<file path="src/design/jdbs_pkg.sv">
`default_nettype none

package jdbs_pkg;

  // Event codes carried in the command field
  typedef enum logic [2:0] {
    CMD_RUN_START = 3'd0,
    CMD_RUN_CONT  = 3'd1,
    CMD_RUN_BAD   = 3'd2,
    CMD_IRQ       = 3'd3,
    CMD_CONV_DONE = 3'd4
  } cmd_e;

  // Run outcome codes
  typedef enum logic [1:0] {
    OUT_ERROR  = 2'd0,
    OUT_END    = 2'd1,
    OUT_RELOAD = 2'd2
  } outcome_e;

  // Decoder interrupt bits
  localparam logic [14:0] IRQ_CLEAR_MASK = 15'h5C68;
  localparam logic [14:0] IRQ_HEADER     = 15'h0008;
  localparam logic [14:0] IRQ_ERROR      = 15'h0020;
  localparam logic [14:0] IRQ_DONE       = 15'h0040;
  localparam logic [14:0] IRQ_LINE0      = 15'h0800;
  localparam logic [14:0] IRQ_LINE1      = 15'h1000;
  localparam logic [14:0] IRQ_RELOAD     = 15'h4000;

  typedef struct packed {
    logic [2:0]  command;
    logic [1:0]  loaded_buffers;
    logic        reload_mode;
    logic [14:0] irq_status;
    logic [31:0] decode_error;
  } item_t;

  typedef struct packed {
    logic        issue_start;
    logic        issue_end;
    logic        issue_line_continue;
    logic        issue_read_restart;
    logic [14:0] int_clear;
    logic        convert_start;
    logic        convert_buffer;
    logic        run_ready;
    logic [1:0]  run_outcome;
    logic [31:0] error_code;
    logic [1:0]  reload_mask;
    logic        bad_request;
  } result_t;

endpackage

`default_nettype wire

</file>
<file path="src/design/jpeg_decode_buffer_sequencer_top.sv">
`default_nettype none

// Channel | Handshake                | Payload
// --------+--------------------------+------------------------------------------
// input   | in_valid_i / in_stall_o  | command, loaded_buffers, reload_mode,
//         |                          | irq_status, decode_error
// output  | out_valid_o / out_stall_i| issue_*, int_clear, convert_*, run_*,
//         |                          | error_code, reload_mask, bad_request
//
// One item per cycle sustained while out_stall_i is low; an accepted item
// passes the input register, then one pass of event logic into the result
// register, before it appears on the outputs. Reset clears all sequencer
// state and both valid flags. With the result register held by out_stall_i,
// one more item is taken into the input register before in_stall_o rises.

module jpeg_decode_buffer_sequencer_top (
  input  wire logic        clk_i,
  input  wire logic        rst_ni,
  input  wire logic        in_valid_i,
  output logic             in_stall_o,
  input  wire logic [2:0]  command_i,
  input  wire logic [1:0]  loaded_buffers_i,
  input  wire logic        reload_mode_i,
  input  wire logic [14:0] irq_status_i,
  input  wire logic [31:0] decode_error_i,
  output logic             out_valid_o,
  input  wire logic        out_stall_i,
  output logic             issue_start_o,
  output logic             issue_end_o,
  output logic             issue_line_continue_o,
  output logic             issue_read_restart_o,
  output logic [14:0]      int_clear_o,
  output logic             convert_start_o,
  output logic             convert_buffer_o,
  output logic             run_ready_o,
  output logic [1:0]       run_outcome_o,
  output logic [31:0]      error_code_o,
  output logic [1:0]       reload_mask_o,
  output logic             bad_request_o
);
  import jdbs_pkg::*;

  logic    in_valid_q, in_valid_d;
  item_t   item_q;
  logic    out_valid_q, out_valid_d;
  result_t result_q;
  result_t result;
  logic    out_blocked;
  logic    advance;
  logic    in_accept;

  // Handshake control
  assign out_blocked = out_valid_q && out_stall_i;
  assign advance     = in_valid_q && !out_blocked;
  assign in_stall_o  = in_valid_q && out_blocked;
  assign in_accept   = in_valid_i && !in_stall_o;

  always_comb begin
    in_valid_d = in_valid_q;
    if (in_accept) begin
      in_valid_d = 1'b1;
    end else if (advance) begin
      in_valid_d = 1'b0;
    end
    out_valid_d = out_valid_q;
    if (advance) begin
      out_valid_d = 1'b1;
    end else if (!out_stall_i) begin
      out_valid_d = 1'b0;
    end
  end

  always_ff @(posedge clk_i or negedge rst_ni) begin
    if (!rst_ni) begin
      in_valid_q  <= 1'b0;
      out_valid_q <= 1'b0;
    end else begin
      in_valid_q  <= in_valid_d;
      out_valid_q <= out_valid_d;
    end
  end

  // Payload registers
  always_ff @(posedge clk_i) begin
    if (in_accept) begin
      item_q <= '{command:        command_i,
                  loaded_buffers: loaded_buffers_i,
                  reload_mode:    reload_mode_i,
                  irq_status:     irq_status_i,
                  decode_error:   decode_error_i};
    end
    if (advance) begin
      result_q <= result;
    end
  end

  // Event logic and sequencer state
  jdbs_core u_core (
    .clk_i     (clk_i),
    .rst_ni    (rst_ni),
    .advance_i (advance),
    .item_i    (item_q),
    .result_o  (result)
  );

  assign out_valid_o           = out_valid_q;
  assign issue_start_o         = result_q.issue_start;
  assign issue_end_o           = result_q.issue_end;
  assign issue_line_continue_o = result_q.issue_line_continue;
  assign issue_read_restart_o  = result_q.issue_read_restart;
  assign int_clear_o           = result_q.int_clear;
  assign convert_start_o       = result_q.convert_start;
  assign convert_buffer_o      = result_q.convert_buffer;
  assign run_ready_o           = result_q.run_ready;
  assign run_outcome_o         = result_q.run_outcome;
  assign error_code_o          = result_q.error_code;
  assign reload_mask_o         = result_q.reload_mask;
  assign bad_request_o         = result_q.bad_request;

  // Checks
  a_bad_quiet: assert property (@(posedge clk_i) disable iff (!rst_ni)
    out_valid_o && bad_request_o |-> !run_ready_o && !issue_start_o && !convert_start_o)
    else $error("rejected request produced other outputs");

  a_reload_mask: assert property (@(posedge clk_i) disable iff (!rst_ni)
    out_valid_o && run_ready_o && run_outcome_o == OUT_RELOAD |-> reload_mask_o != 2'd0)
    else $error("reload outcome with empty mask");

  a_conv_buf: assert property (@(posedge clk_i) disable iff (!rst_ni)
    out_valid_o && !convert_start_o |-> !convert_buffer_o)
    else $error("converter buffer set without converter start");

  a_result_follows: assert property (@(posedge clk_i) disable iff (!rst_ni)
    advance |=> out_valid_o)
    else $error("evaluated item did not reach the result register");

endmodule

`default_nettype wire

</file>
<file path="src/design/jdbs_core.sv">
`default_nettype none

module jdbs_core (
  input  wire logic             clk_i,
  input  wire logic             rst_ni,
  input  wire logic             advance_i,
  input  wire jdbs_pkg::item_t  item_i,
  output jdbs_pkg::result_t     result_o
);
  import jdbs_pkg::*;

  // Sequencer state
  logic [1:0]  full_inputs_q, full_inputs_d;
  logic        input_index_q, input_index_d;
  logic [31:0] latched_error_q, latched_error_d;
  logic        reading_q, reading_d;
  logic        writing_q, writing_d;
  logic        image_done_q, image_done_d;
  logic [1:0]  full_lines_q, full_lines_d;
  logic        dec_line_q, dec_line_d;
  logic        past_first_q, past_first_d;
  logic        conv_line_q, conv_line_d;
  logic        conv_busy_q, conv_busy_d;
  logic        reload_wanted_q, reload_wanted_d;

  result_t res;
  logic    skip_ready;

  // Event evaluation: next state and result in one pass
  always_comb begin
    full_inputs_d   = full_inputs_q;
    input_index_d   = input_index_q;
    latched_error_d = latched_error_q;
    reading_d       = reading_q;
    writing_d       = writing_q;
    image_done_d    = image_done_q;
    full_lines_d    = full_lines_q;
    dec_line_d      = dec_line_q;
    past_first_d    = past_first_q;
    conv_line_d     = conv_line_q;
    conv_busy_d     = conv_busy_q;
    reload_wanted_d = reload_wanted_q;
    res             = '0;
    skip_ready      = 1'b0;

    case (item_i.command)
      CMD_RUN_BAD: begin
        res.bad_request = 1'b1;
        skip_ready      = 1'b1;
      end
      CMD_RUN_START: begin
        past_first_d    = 1'b0;
        image_done_d    = 1'b0;
        latched_error_d = '0;
        writing_d       = 1'b1;
        dec_line_d      = 1'b0;
        full_lines_d    = '0;
        input_index_d   = 1'b0;
        full_inputs_d   = item_i.loaded_buffers;
        conv_line_d     = 1'b0;
        conv_busy_d     = 1'b0;
        reload_wanted_d = item_i.reload_mode;
        res.issue_start = 1'b1;
        reading_d       = (item_i.loaded_buffers != 2'd0);
        res.issue_read_restart = (item_i.loaded_buffers != 2'd0);
      end
      CMD_RUN_CONT: begin
        full_inputs_d   = full_inputs_q | item_i.loaded_buffers;
        reload_wanted_d = item_i.reload_mode;
        if (full_inputs_d != 2'd0 && !reading_q) begin
          reading_d              = 1'b1;
          res.issue_read_restart = 1'b1;
        end
      end
      CMD_IRQ: begin
        res.int_clear = ~item_i.irq_status & IRQ_CLEAR_MASK;
        if ((item_i.irq_status & (IRQ_HEADER | IRQ_ERROR | IRQ_DONE)) != '0) begin
          res.issue_end = 1'b1;
        end
        if ((item_i.irq_status & IRQ_ERROR) != '0) begin
          latched_error_d = item_i.decode_error;
        end
        if ((item_i.irq_status & IRQ_DONE) != '0) begin
          image_done_d = 1'b1;
        end
        // A line buffer was filled by the decoder
        if ((item_i.irq_status & (IRQ_LINE0 | IRQ_LINE1)) != '0) begin
          full_lines_d[dec_line_q] = 1'b1;
          dec_line_d               = ~dec_line_q;
          if (full_lines_d != 2'b11) begin
            writing_d               = 1'b1;
            res.issue_line_continue = past_first_q;
          end else begin
            writing_d = 1'b0;
          end
          past_first_d = 1'b1;
          if (!conv_busy_q) begin
            conv_busy_d        = 1'b1;
            res.convert_start  = 1'b1;
            res.convert_buffer = conv_line_q;
          end
        end
        // An input buffer was consumed
        if ((item_i.irq_status & IRQ_RELOAD) != '0) begin
          full_inputs_d[input_index_q] = 1'b0;
          input_index_d                = ~input_index_q;
          reading_d                    = (full_inputs_d != 2'd0);
          res.issue_read_restart       = (full_inputs_d != 2'd0);
        end
      end
      CMD_CONV_DONE: begin
        full_lines_d[conv_line_q] = 1'b0;
        if (!writing_q && !image_done_q && latched_error_q == '0 &&
            full_inputs_q != 2'd0) begin
          writing_d               = 1'b1;
          res.issue_line_continue = 1'b1;
        end
        conv_line_d = ~conv_line_q;
        if (full_lines_d != 2'd0) begin
          conv_busy_d        = 1'b1;
          res.convert_start  = 1'b1;
          res.convert_buffer = ~conv_line_q;
        end else begin
          conv_busy_d = 1'b0;
        end
      end
      default: ;
    endcase

    // Run waiter check on the updated state
    if (!skip_ready &&
        ((image_done_d && full_lines_d == 2'd0) || latched_error_d != '0 ||
         (full_inputs_d != 2'b11 && reload_wanted_d))) begin
      res.run_ready = 1'b1;
      if (latched_error_d != '0) begin
        res.run_outcome = OUT_ERROR;
        res.error_code  = latched_error_d;
      end else if (image_done_d) begin
        res.run_outcome = OUT_END;
      end else begin
        res.run_outcome = OUT_RELOAD;
        res.reload_mask = full_inputs_d ^ 2'b11;
      end
    end
  end

  assign result_o = res;

  // State update when the item moves to the result stage
  always_ff @(posedge clk_i or negedge rst_ni) begin
    if (!rst_ni) begin
      full_inputs_q   <= '0;
      input_index_q   <= 1'b0;
      latched_error_q <= '0;
      reading_q       <= 1'b0;
      writing_q       <= 1'b0;
      image_done_q    <= 1'b0;
      full_lines_q    <= '0;
      dec_line_q      <= 1'b0;
      past_first_q    <= 1'b0;
      conv_line_q     <= 1'b0;
      conv_busy_q     <= 1'b0;
      reload_wanted_q <= 1'b0;
    end else if (advance_i) begin
      full_inputs_q   <= full_inputs_d;
      input_index_q   <= input_index_d;
      latched_error_q <= latched_error_d;
      reading_q       <= reading_d;
      writing_q       <= writing_d;
      image_done_q    <= image_done_d;
      full_lines_q    <= full_lines_d;
      dec_line_q      <= dec_line_d;
      past_first_q    <= past_first_d;
      conv_line_q     <= conv_line_d;
      conv_busy_q     <= conv_busy_d;
      reload_wanted_q <= reload_wanted_d;
    end
  end

endmodule

`default_nettype wire
</file>
<file path="config.mk">
export PLATFORM = sky130hd
export DESIGN_NAME = jpeg_decode_buffer_sequencer_top
export DESIGN_NICKNAME = d
export VERILOG_FILES = /design/src/design/jdbs_pkg.sv /design/src/design/jpeg_decode_buffer_sequencer_top.sv /design/src/design/jdbs_core.sv
export SDC_FILE = /design/constraint.sdc
export NUM_CORES = 1
export LEC_CHECK = 0
export BUFFER_PORTS_ARGS = -buffer_cell sky130_fd_sc_hd__buf_2
export CAP_MARGIN = 15
export CORE_MARGIN = 3
export CORE_UTILIZATION = 50
export DETAILED_ROUTE_END_ITERATION = 12
export PLACE_DENSITY = 0.77
export SETUP_SLACK_MARGIN = 0.2
export SYNTH_ARGS = -nofsm -noshare
export SYNTH_HDL_FRONTEND = slang
export SYNTH_SLANG_ARGS = --single-unit
</file>
<file path="constraint.sdc">
create_clock -name clk_i -period 2.9 [get_ports clk_i]
set_input_delay 0 -clock clk_i [delete_from_list [all_inputs] [get_ports clk_i]]
set_output_delay 0 -clock clk_i [all_outputs]
set_load 0.01 [all_outputs]
</file>
==> qor.yml, run 1 <==
synth:
  synth-seq-cells: 143
  synth_area_leaders: "edfxtp_1 46%, dfrtp_1 19%, and2_1 7.0%, a221oi_1 4.5%, o21ai_0 4.2%"
  syn_inst: 530
  async_flop_share_pct: 32.9
  ys_seq_area_share_pct: 65.0
  syn_area_sq_um: 6240
  synth_ff_type: "edfxtp_1"
  synth_common_cells: "96 x edfxtp_1, 70 x and2_1, 52 x nand2_1, 52 x nor2_1, 52 x o21ai_0"
  synth_warnings: 0
  synth_cell_type_count: 46
  synth-edff-count: 96
  avgSynthCellArea_sq_um: 11.8
  synth.most_common_cell: "edfxtp_1"
  synth_area_leader_cell: "edfxtp_1"
  yosysTopAreaCellShare_pct: 46.2
critical_path:
  r2r_end: "error_code_o[21]"
  crit_fanout: 8
  ff2ff_setup_slack_ns: -0.004
  crit_path_end_kind: "register"
  cp-start-kind: "register"
  worstSetupEndpoint: "error_code_o[21]"
  r2r-start: "item_q[37]"
  cp.required_ns: 3.07
  worstSetupPathType: "register to register"
  reg2regPathDepth: 10
  crit_arrival_ns: 3.08
  cp-startpoint: "item_q[37]"
global_route:
  grt_pass1_wl_um: 26800
  grt.busiest_layer: "met2"
  overflow: 0
  use_met2_pct: 39.0
  grt_max_degree: 54
  grt_pass1_vias: 5096
  track_usage_pct: 24.7
  antenna_found_initial: 0
  grtUsageMet3_pct: 6.25
  use_met1_pct: 33.1
detailed_routing:
  vias: 5472
  totalWireLength_um: 18900
  firstDrtPassIters: 7
  viasPerCell: 5.99
  drcViolationCount: 0
  wl_per_cell_um: 20.7
  drt_iter0_markers: 669
  antenna_left: 0
sta:
  min_period_ns: 2.90
  fin_ws_ns: -0.00423
  setup_violations: 1
  finalClockSkew_ns: 0.0132
  hold_violations: 0
  maxSlewViolCount: 0
  rsz0062_at_grt: "yes"
  post-route-period-util_pct: 100
  relSlewSlack_pct: 54.7
  fmax_ghz: 0.344
  worstMarginPinSlew_ns: 0.680
clock_network:
  htreeDepth: 4
  clockRootBuffer: "clkbuf_16"
  ctsLongestPathBuffers: 2
  numCtsBuffers: 17
  clk_pin_slew_ns: 0.06
  cts_tree: "yes"
  clock_sinks: 143
  clkLatencyLatePin_ns: 0.43
run_status:
  status: "finished, violations left"
  violations: "negative setup slack"
final_layout:
  drive_gt1_share_pct: 33.4
  finalNonFillerCells: 914
  final_util_pct: 74.8
  fillers: 718
  diodes: 0
  nets: 790
  synthToLayoutAreaGrowth_pct: 45.2
power_and_ir_drop:
  vdd_drop_max_mv: 0.473
  leakage_nw: 3.67
  power.density_nw_per_um2: 767
floorplanning:
  pin_count: 118
  die_w_um: 118
  chipHeight_um: 118
  start_util_pct: 51.5
  core_area_sq_um: 12100
  die_area_sq_um: 13900
  rows: 40
placed_design:
  dp.cells: 815
  hpwlAfterDp_um: 9890
  dp_slack_ns: -0.0563
  gp_congestion: 0.865
  portBuffers: 101
flow_run:
  cap_violations: 0
min_path:
  hp-class: "primary input to asynchronous set/reset pin"
-- cells in the final DEF, fill, tap and decap left out, types with 3 or more instances in the layout --
cell / instances
and2_1: 68
buf_12: 4
conb_1: 8
dlygate4sd3_1: 49
nand2_1: 51
a22oi_1: 3
nor2b_1: 3
buf_16: 3
nand2b_1: 3
buf_2: 101
nor4_1: 9
nor3_1: 5
clkinv_2: 4
nand3_1: 7
o21ai_0: 52
o31ai_1: 5
nor2_1: 50
a221oi_4: 22
mux2_2: 3
buf_6: 5
a221oi_2: 10
a21oi_1: 6
buf_4: 51
bufinv_16: 3
inv_1: 5
nand4_1: 10
a22o_1: 5
edfxtp_1: 96
dfrtp_1: 47
clkbuf_16: 21
clkinvlp_4: 4
-- layer usage --
layer / part of all wire, % / wire (um)
met4: 3.8 / 724
met1: 38 / 7170
met5: 0 / 0
met3: 9.6 / 1820
met2: 49 / 9220
-- registers in the layout, summed over array words and instances (netlist names), 2 cells and up --
register and flops:
reload_mask_o 2, u_core.full_inputs_q 2, item_q 45, u_core.full_lines_q 2, run_outcome_o 2, error_code_o 32
int_clear_o 7, u_core.latched_error_q 32
-- logic make-up (layout without fill, tap and decap cells) --
logic type	count (synthesis)	after routing	share of synthesized area, %
mux	5	5	0.862
simple gates	218	218	17.7
buf+inv	46	255	3.69
other cells	1	8	0.0601
compound gates	117	117	12.6
flops	143	143	65.0
-- worst max-delay path: stages, from the launching register on --
cell and delay, ns:
edfxtp_1 0.40, nand2_1 0.10, a21o_4 0.28, buf_12 0.18
a221oi_4 0.34, nand4_1 0.19, or4_4 0.62, o22ai_4 0.17
buf_6 0.16, clkbuf_16 0.16, nor2_1 0.05
-- stage by stage --
| stage | setup TNS, ns | hold slack (ns) | instance area (sq um) | total power (W) |
|---|---|---|---|---|
| floorplan | 0 | -0.296 | 6270 | 0.00354 |
| global placement | 0 | 0.177 | 7200 | 0.00409 |
| detailed placement | -0.662 | 0.178 | 7200 | 0.00416 |
| CTS | 0 | 0.264 | 8650 | 0.00663 |
| global route | -0.939 | 0.198 | 9060 | 0.00723 |
| finish | -0.00423 | 0.148 | 9060 | 0.00695 |
-- timing repair --
action,4_1_cts,5_1_grt
setup endpoints to repair,37,37
cloned,2,5
buffers inserted,4,6
gates resized for setup,40,31
hold endpoints to repair,94,0
pin swaps,4,12
hold buffers,49,0
-- worst min path at each step --
| stage | from | to | slack (ns) |
|---|---|---|---|
| detailed placement | decode_error_i[3] | item_q[3] | 0.18 |
| finish | rst_ni | u_core.latched_error_q[11] | 0.15 |
| CTS | decode_error_i[0] | item_q[0] | 0.26 |
| global route | rst_ni | u_core.latched_error_q[8] | 0.20 |
| global placement | decode_error_i[13] | item_q[13] | 0.18 |
| floorplan | rst_ni | in_valid_q | -0.30 |
-- final cells by class --
class	instances	area [sq um]	area share [%]
Sequential cell	143	4060	44.8
Multi-Input combinational cell	348	2470	27.2
Timing Repair Buffer	217	1700	18.7
Clock buffer	18	439	4.85
Tap cell	168	210	2.32
Clock inverter	14	166	1.84
Inverter	6	22.5	0.249
-- power breakdown --
part	internal, W	switching (W)
Clock	0.00137	0.000873
Combinational	0.000885	0.000892
Sequential	0.00256	0.000366
No activity file was read; power rests on OpenSTA's default activity.
==> run 2, diff against run 1 <==
Settings changed: CELL_PAD_IN_SITES_DETAIL_PLACEMENT set to 1, CELL_PAD_IN_SITES_GLOBAL_PLACEMENT set to 2, CORE_UTILIZATION 50 to 36, PLACE_DENSITY 0.77 to 0.85.
==> qor.yml, run 2 (synthesized netlist as in run 1, its figures left out) <==
power_and_ir_drop:
  power_frac_comb_pct: 25.5
  vdd_drop_max_mv: 0.478
  seq_power_share_pct: 41.6
  pwr-share-clk_pct: 32.9
  leakage_nw: 3.65
  switching_share_pct: 30.6
  intPower_w: 0.00489
  switchingPower_w: 0.00215
  power.density_nw_per_um2: 774
run_status:
  violations: "negative setup slack"
  status: "finished, violations left"
floorplanning:
  core_area_sq_um: 16800
  start_util_pct: 37.3
  rows: 47
  pin_count: 118
  die_area_sq_um: 19000
  die_w_um: 138
  chipHeight_um: 138
sta:
  fmax_ghz: 0.336
  tns_ns: -0.794
  rsz0062_at_grt: "yes"
  min_period_ns: 2.97
  hold_violations: 0
  relSlewSlack_pct: 47.1
  worstMarginPinSlew_ns: 0.794
  fin_ws_ns: -0.0720
  setup_violations: 34
  maxSlewViolCount: 0
  post-route-period-util_pct: 102
  finalClockSkew_ns: 0.00833
global_route:
  grtUsageMet3_pct: 4.05
  grt_pass1_wl_um: 28600
  grt_pass1_vias: 5142
  use_met1_pct: 26.3
  track_usage_pct: 20.0
  use_met2_pct: 33.6
  antenna_found_initial: 1
  grt.busiest_layer: "met2"
  grt_max_degree: 68
  overflow: 0
clock_network:
  cts_tree: "yes"
  clk_pin_slew_ns: 0.06
  numCtsBuffers: 17
  clock_sinks: 143
  clkLatencyLatePin_ns: 0.42
  clockRootBuffer: "clkbuf_16"
  ctsLongestPathBuffers: 2
  htreeDepth: 4
detailed_routing:
  antenna_left: 0
  firstDrtPassIters: 4
  vias: 5234
  viasPerCell: 5.41
  wl_per_cell_um: 21.8
  drcViolationCount: 0
  drt_iter0_markers: 445
  totalWireLength_um: 21100
flow_run:
  cap_violations: 0
final_layout:
  regMostFlops: "item_q"
  fillers: 1767
  nets: 791
  layout_commonest_cell: "buf_2"
  synthToLayoutAreaGrowth_pct: 45.7
  largest_reg_flops: 45
  drive_gt1_share_pct: 32.9
  final_cell_mix: "101 x buf_2, 96 x edfxtp_1, 68 x and2_1"
critical_path:
  cp-start-kind: "register"
  crit_path_end_kind: "register"
  cp.required_ns: 3.01
  crit_fanout: 8
  crit_arrival_ns: 3.09
  worstSetupPathType: "register to register"
placed_design:
  hpwlAfterDp_um: 12100
  dp_slack_ns: -0.0258
  portBuffers: 101
  gp_congestion: 0.871
min_path:
  hp-class: "primary input to asynchronous set/reset pin"
==> run 2: cell count changes in the layout (fill, tap and decap cells not counted), moves of 2 or more <==
| cell | before | now |
|---|---|---|
| a221oi_4 | 22 | 20 |
| clkinv_1 | 0 | 4 |
| buf_16 | 3 | 0 |
| a221oi_2 | 10 | 12 |
| buf_4 | 51 | 53 |
| buf_12 | 4 | 6 |
| clkinv_2 | 4 | 0 |
==> run 2: worst paths after layout <==
path / from / end / slack [ns] / depth (start not counted)
hold reg to reg: u_core.reload_wanted_q / u_core.reload_wanted_q / 0.52 / 1
setup / recovery: item_q[51] / run_ready_o / -0.07 / 9
hold / removal: rst_ni / in_valid_q / 0.23 / 2
min in group clk_i: decode_error_i[19] / item_q[19] / 0.28 / 2
setup reg to reg: item_q[51] / run_ready_o / -0.07 / 9
max in group asynchronous: rst_ni / u_core.latched_error_q[0] / 1.89 / 3
==> run 2: power by group through the flow <==
stage | Clock (W) | Sequential, W | Combinational (W)
floorplan | 0 | 0.00283 | 0.000709
global placement | 0 | 0.00286 | 0.00130
detailed placement | 0 | 0.00287 | 0.00135
CTS | 0.00235 | 0.00287 | 0.00155
global route | 0.00243 | 0.00296 | 0.00194
finish | 0.00232 | 0.00293 | 0.00180
==> run 2: layout make-up <==
type,count,area [sq um],share of cell area [%]
Tap cell,220,275,3.03
Inverter,6,22.5,0.248
Sequential cell,143,4060,44.6
Antenna cell,1,2.50,0.0275
Timing Repair Buffer,218,1670,18.4
Clock inverter,15,191,2.10
Multi-Input combinational cell,348,2450,26.9
Clock buffer,17,425,4.68
==> run 2: stage by stage <==
step           hold WS [ns]  area, sq um  total power [W]  cells  util (%)
2_1_floorplan        -0.296         6270          0.00354    537         -
3_3_place_gp          0.105         7280          0.00415    871      43.4
3_5_place_dp          0.116         7280          0.00423    871      43.4
4_1_cts               0.224         8660          0.00677    954      51.7
5_1_grt               0.269         9100          0.00733    968      54.3
6_report              0.228         9100          0.00704    968      54.3
==> run 2: what timing repair did <==
action	in CTS	in global routing
pin swaps	0	21
hold buffers	49	0
resized for setup	37	35
setup endpoints to repair	37	37
buffers inserted	1	8
endpoints found under the hold margin	76	0
cloned	1	5
==> run 2: layer usage <==
layer / up-vias / part of all wire, % / wire length, um
li1: 2352 / - / -
met1: 2655 / 41 / 8560
met3: 34 / 5.2 / 1090
met2: 193 / 52 / 10900
met5: - / 0 / 0
met4: 0 / 2.5 / 533
==> run 2: worst max-delay path, stage by stage, from the launching register on <==
cell	delay [ns]
edfxtp_1	0.42
buf_6	0.15
a21o_4	0.25
buf_12	0.17
a221oi_4	0.32
nand4_1	0.20
or4_4	0.59
o22ai_4	0.19
buf_12	0.18
o21ai_0	0.17
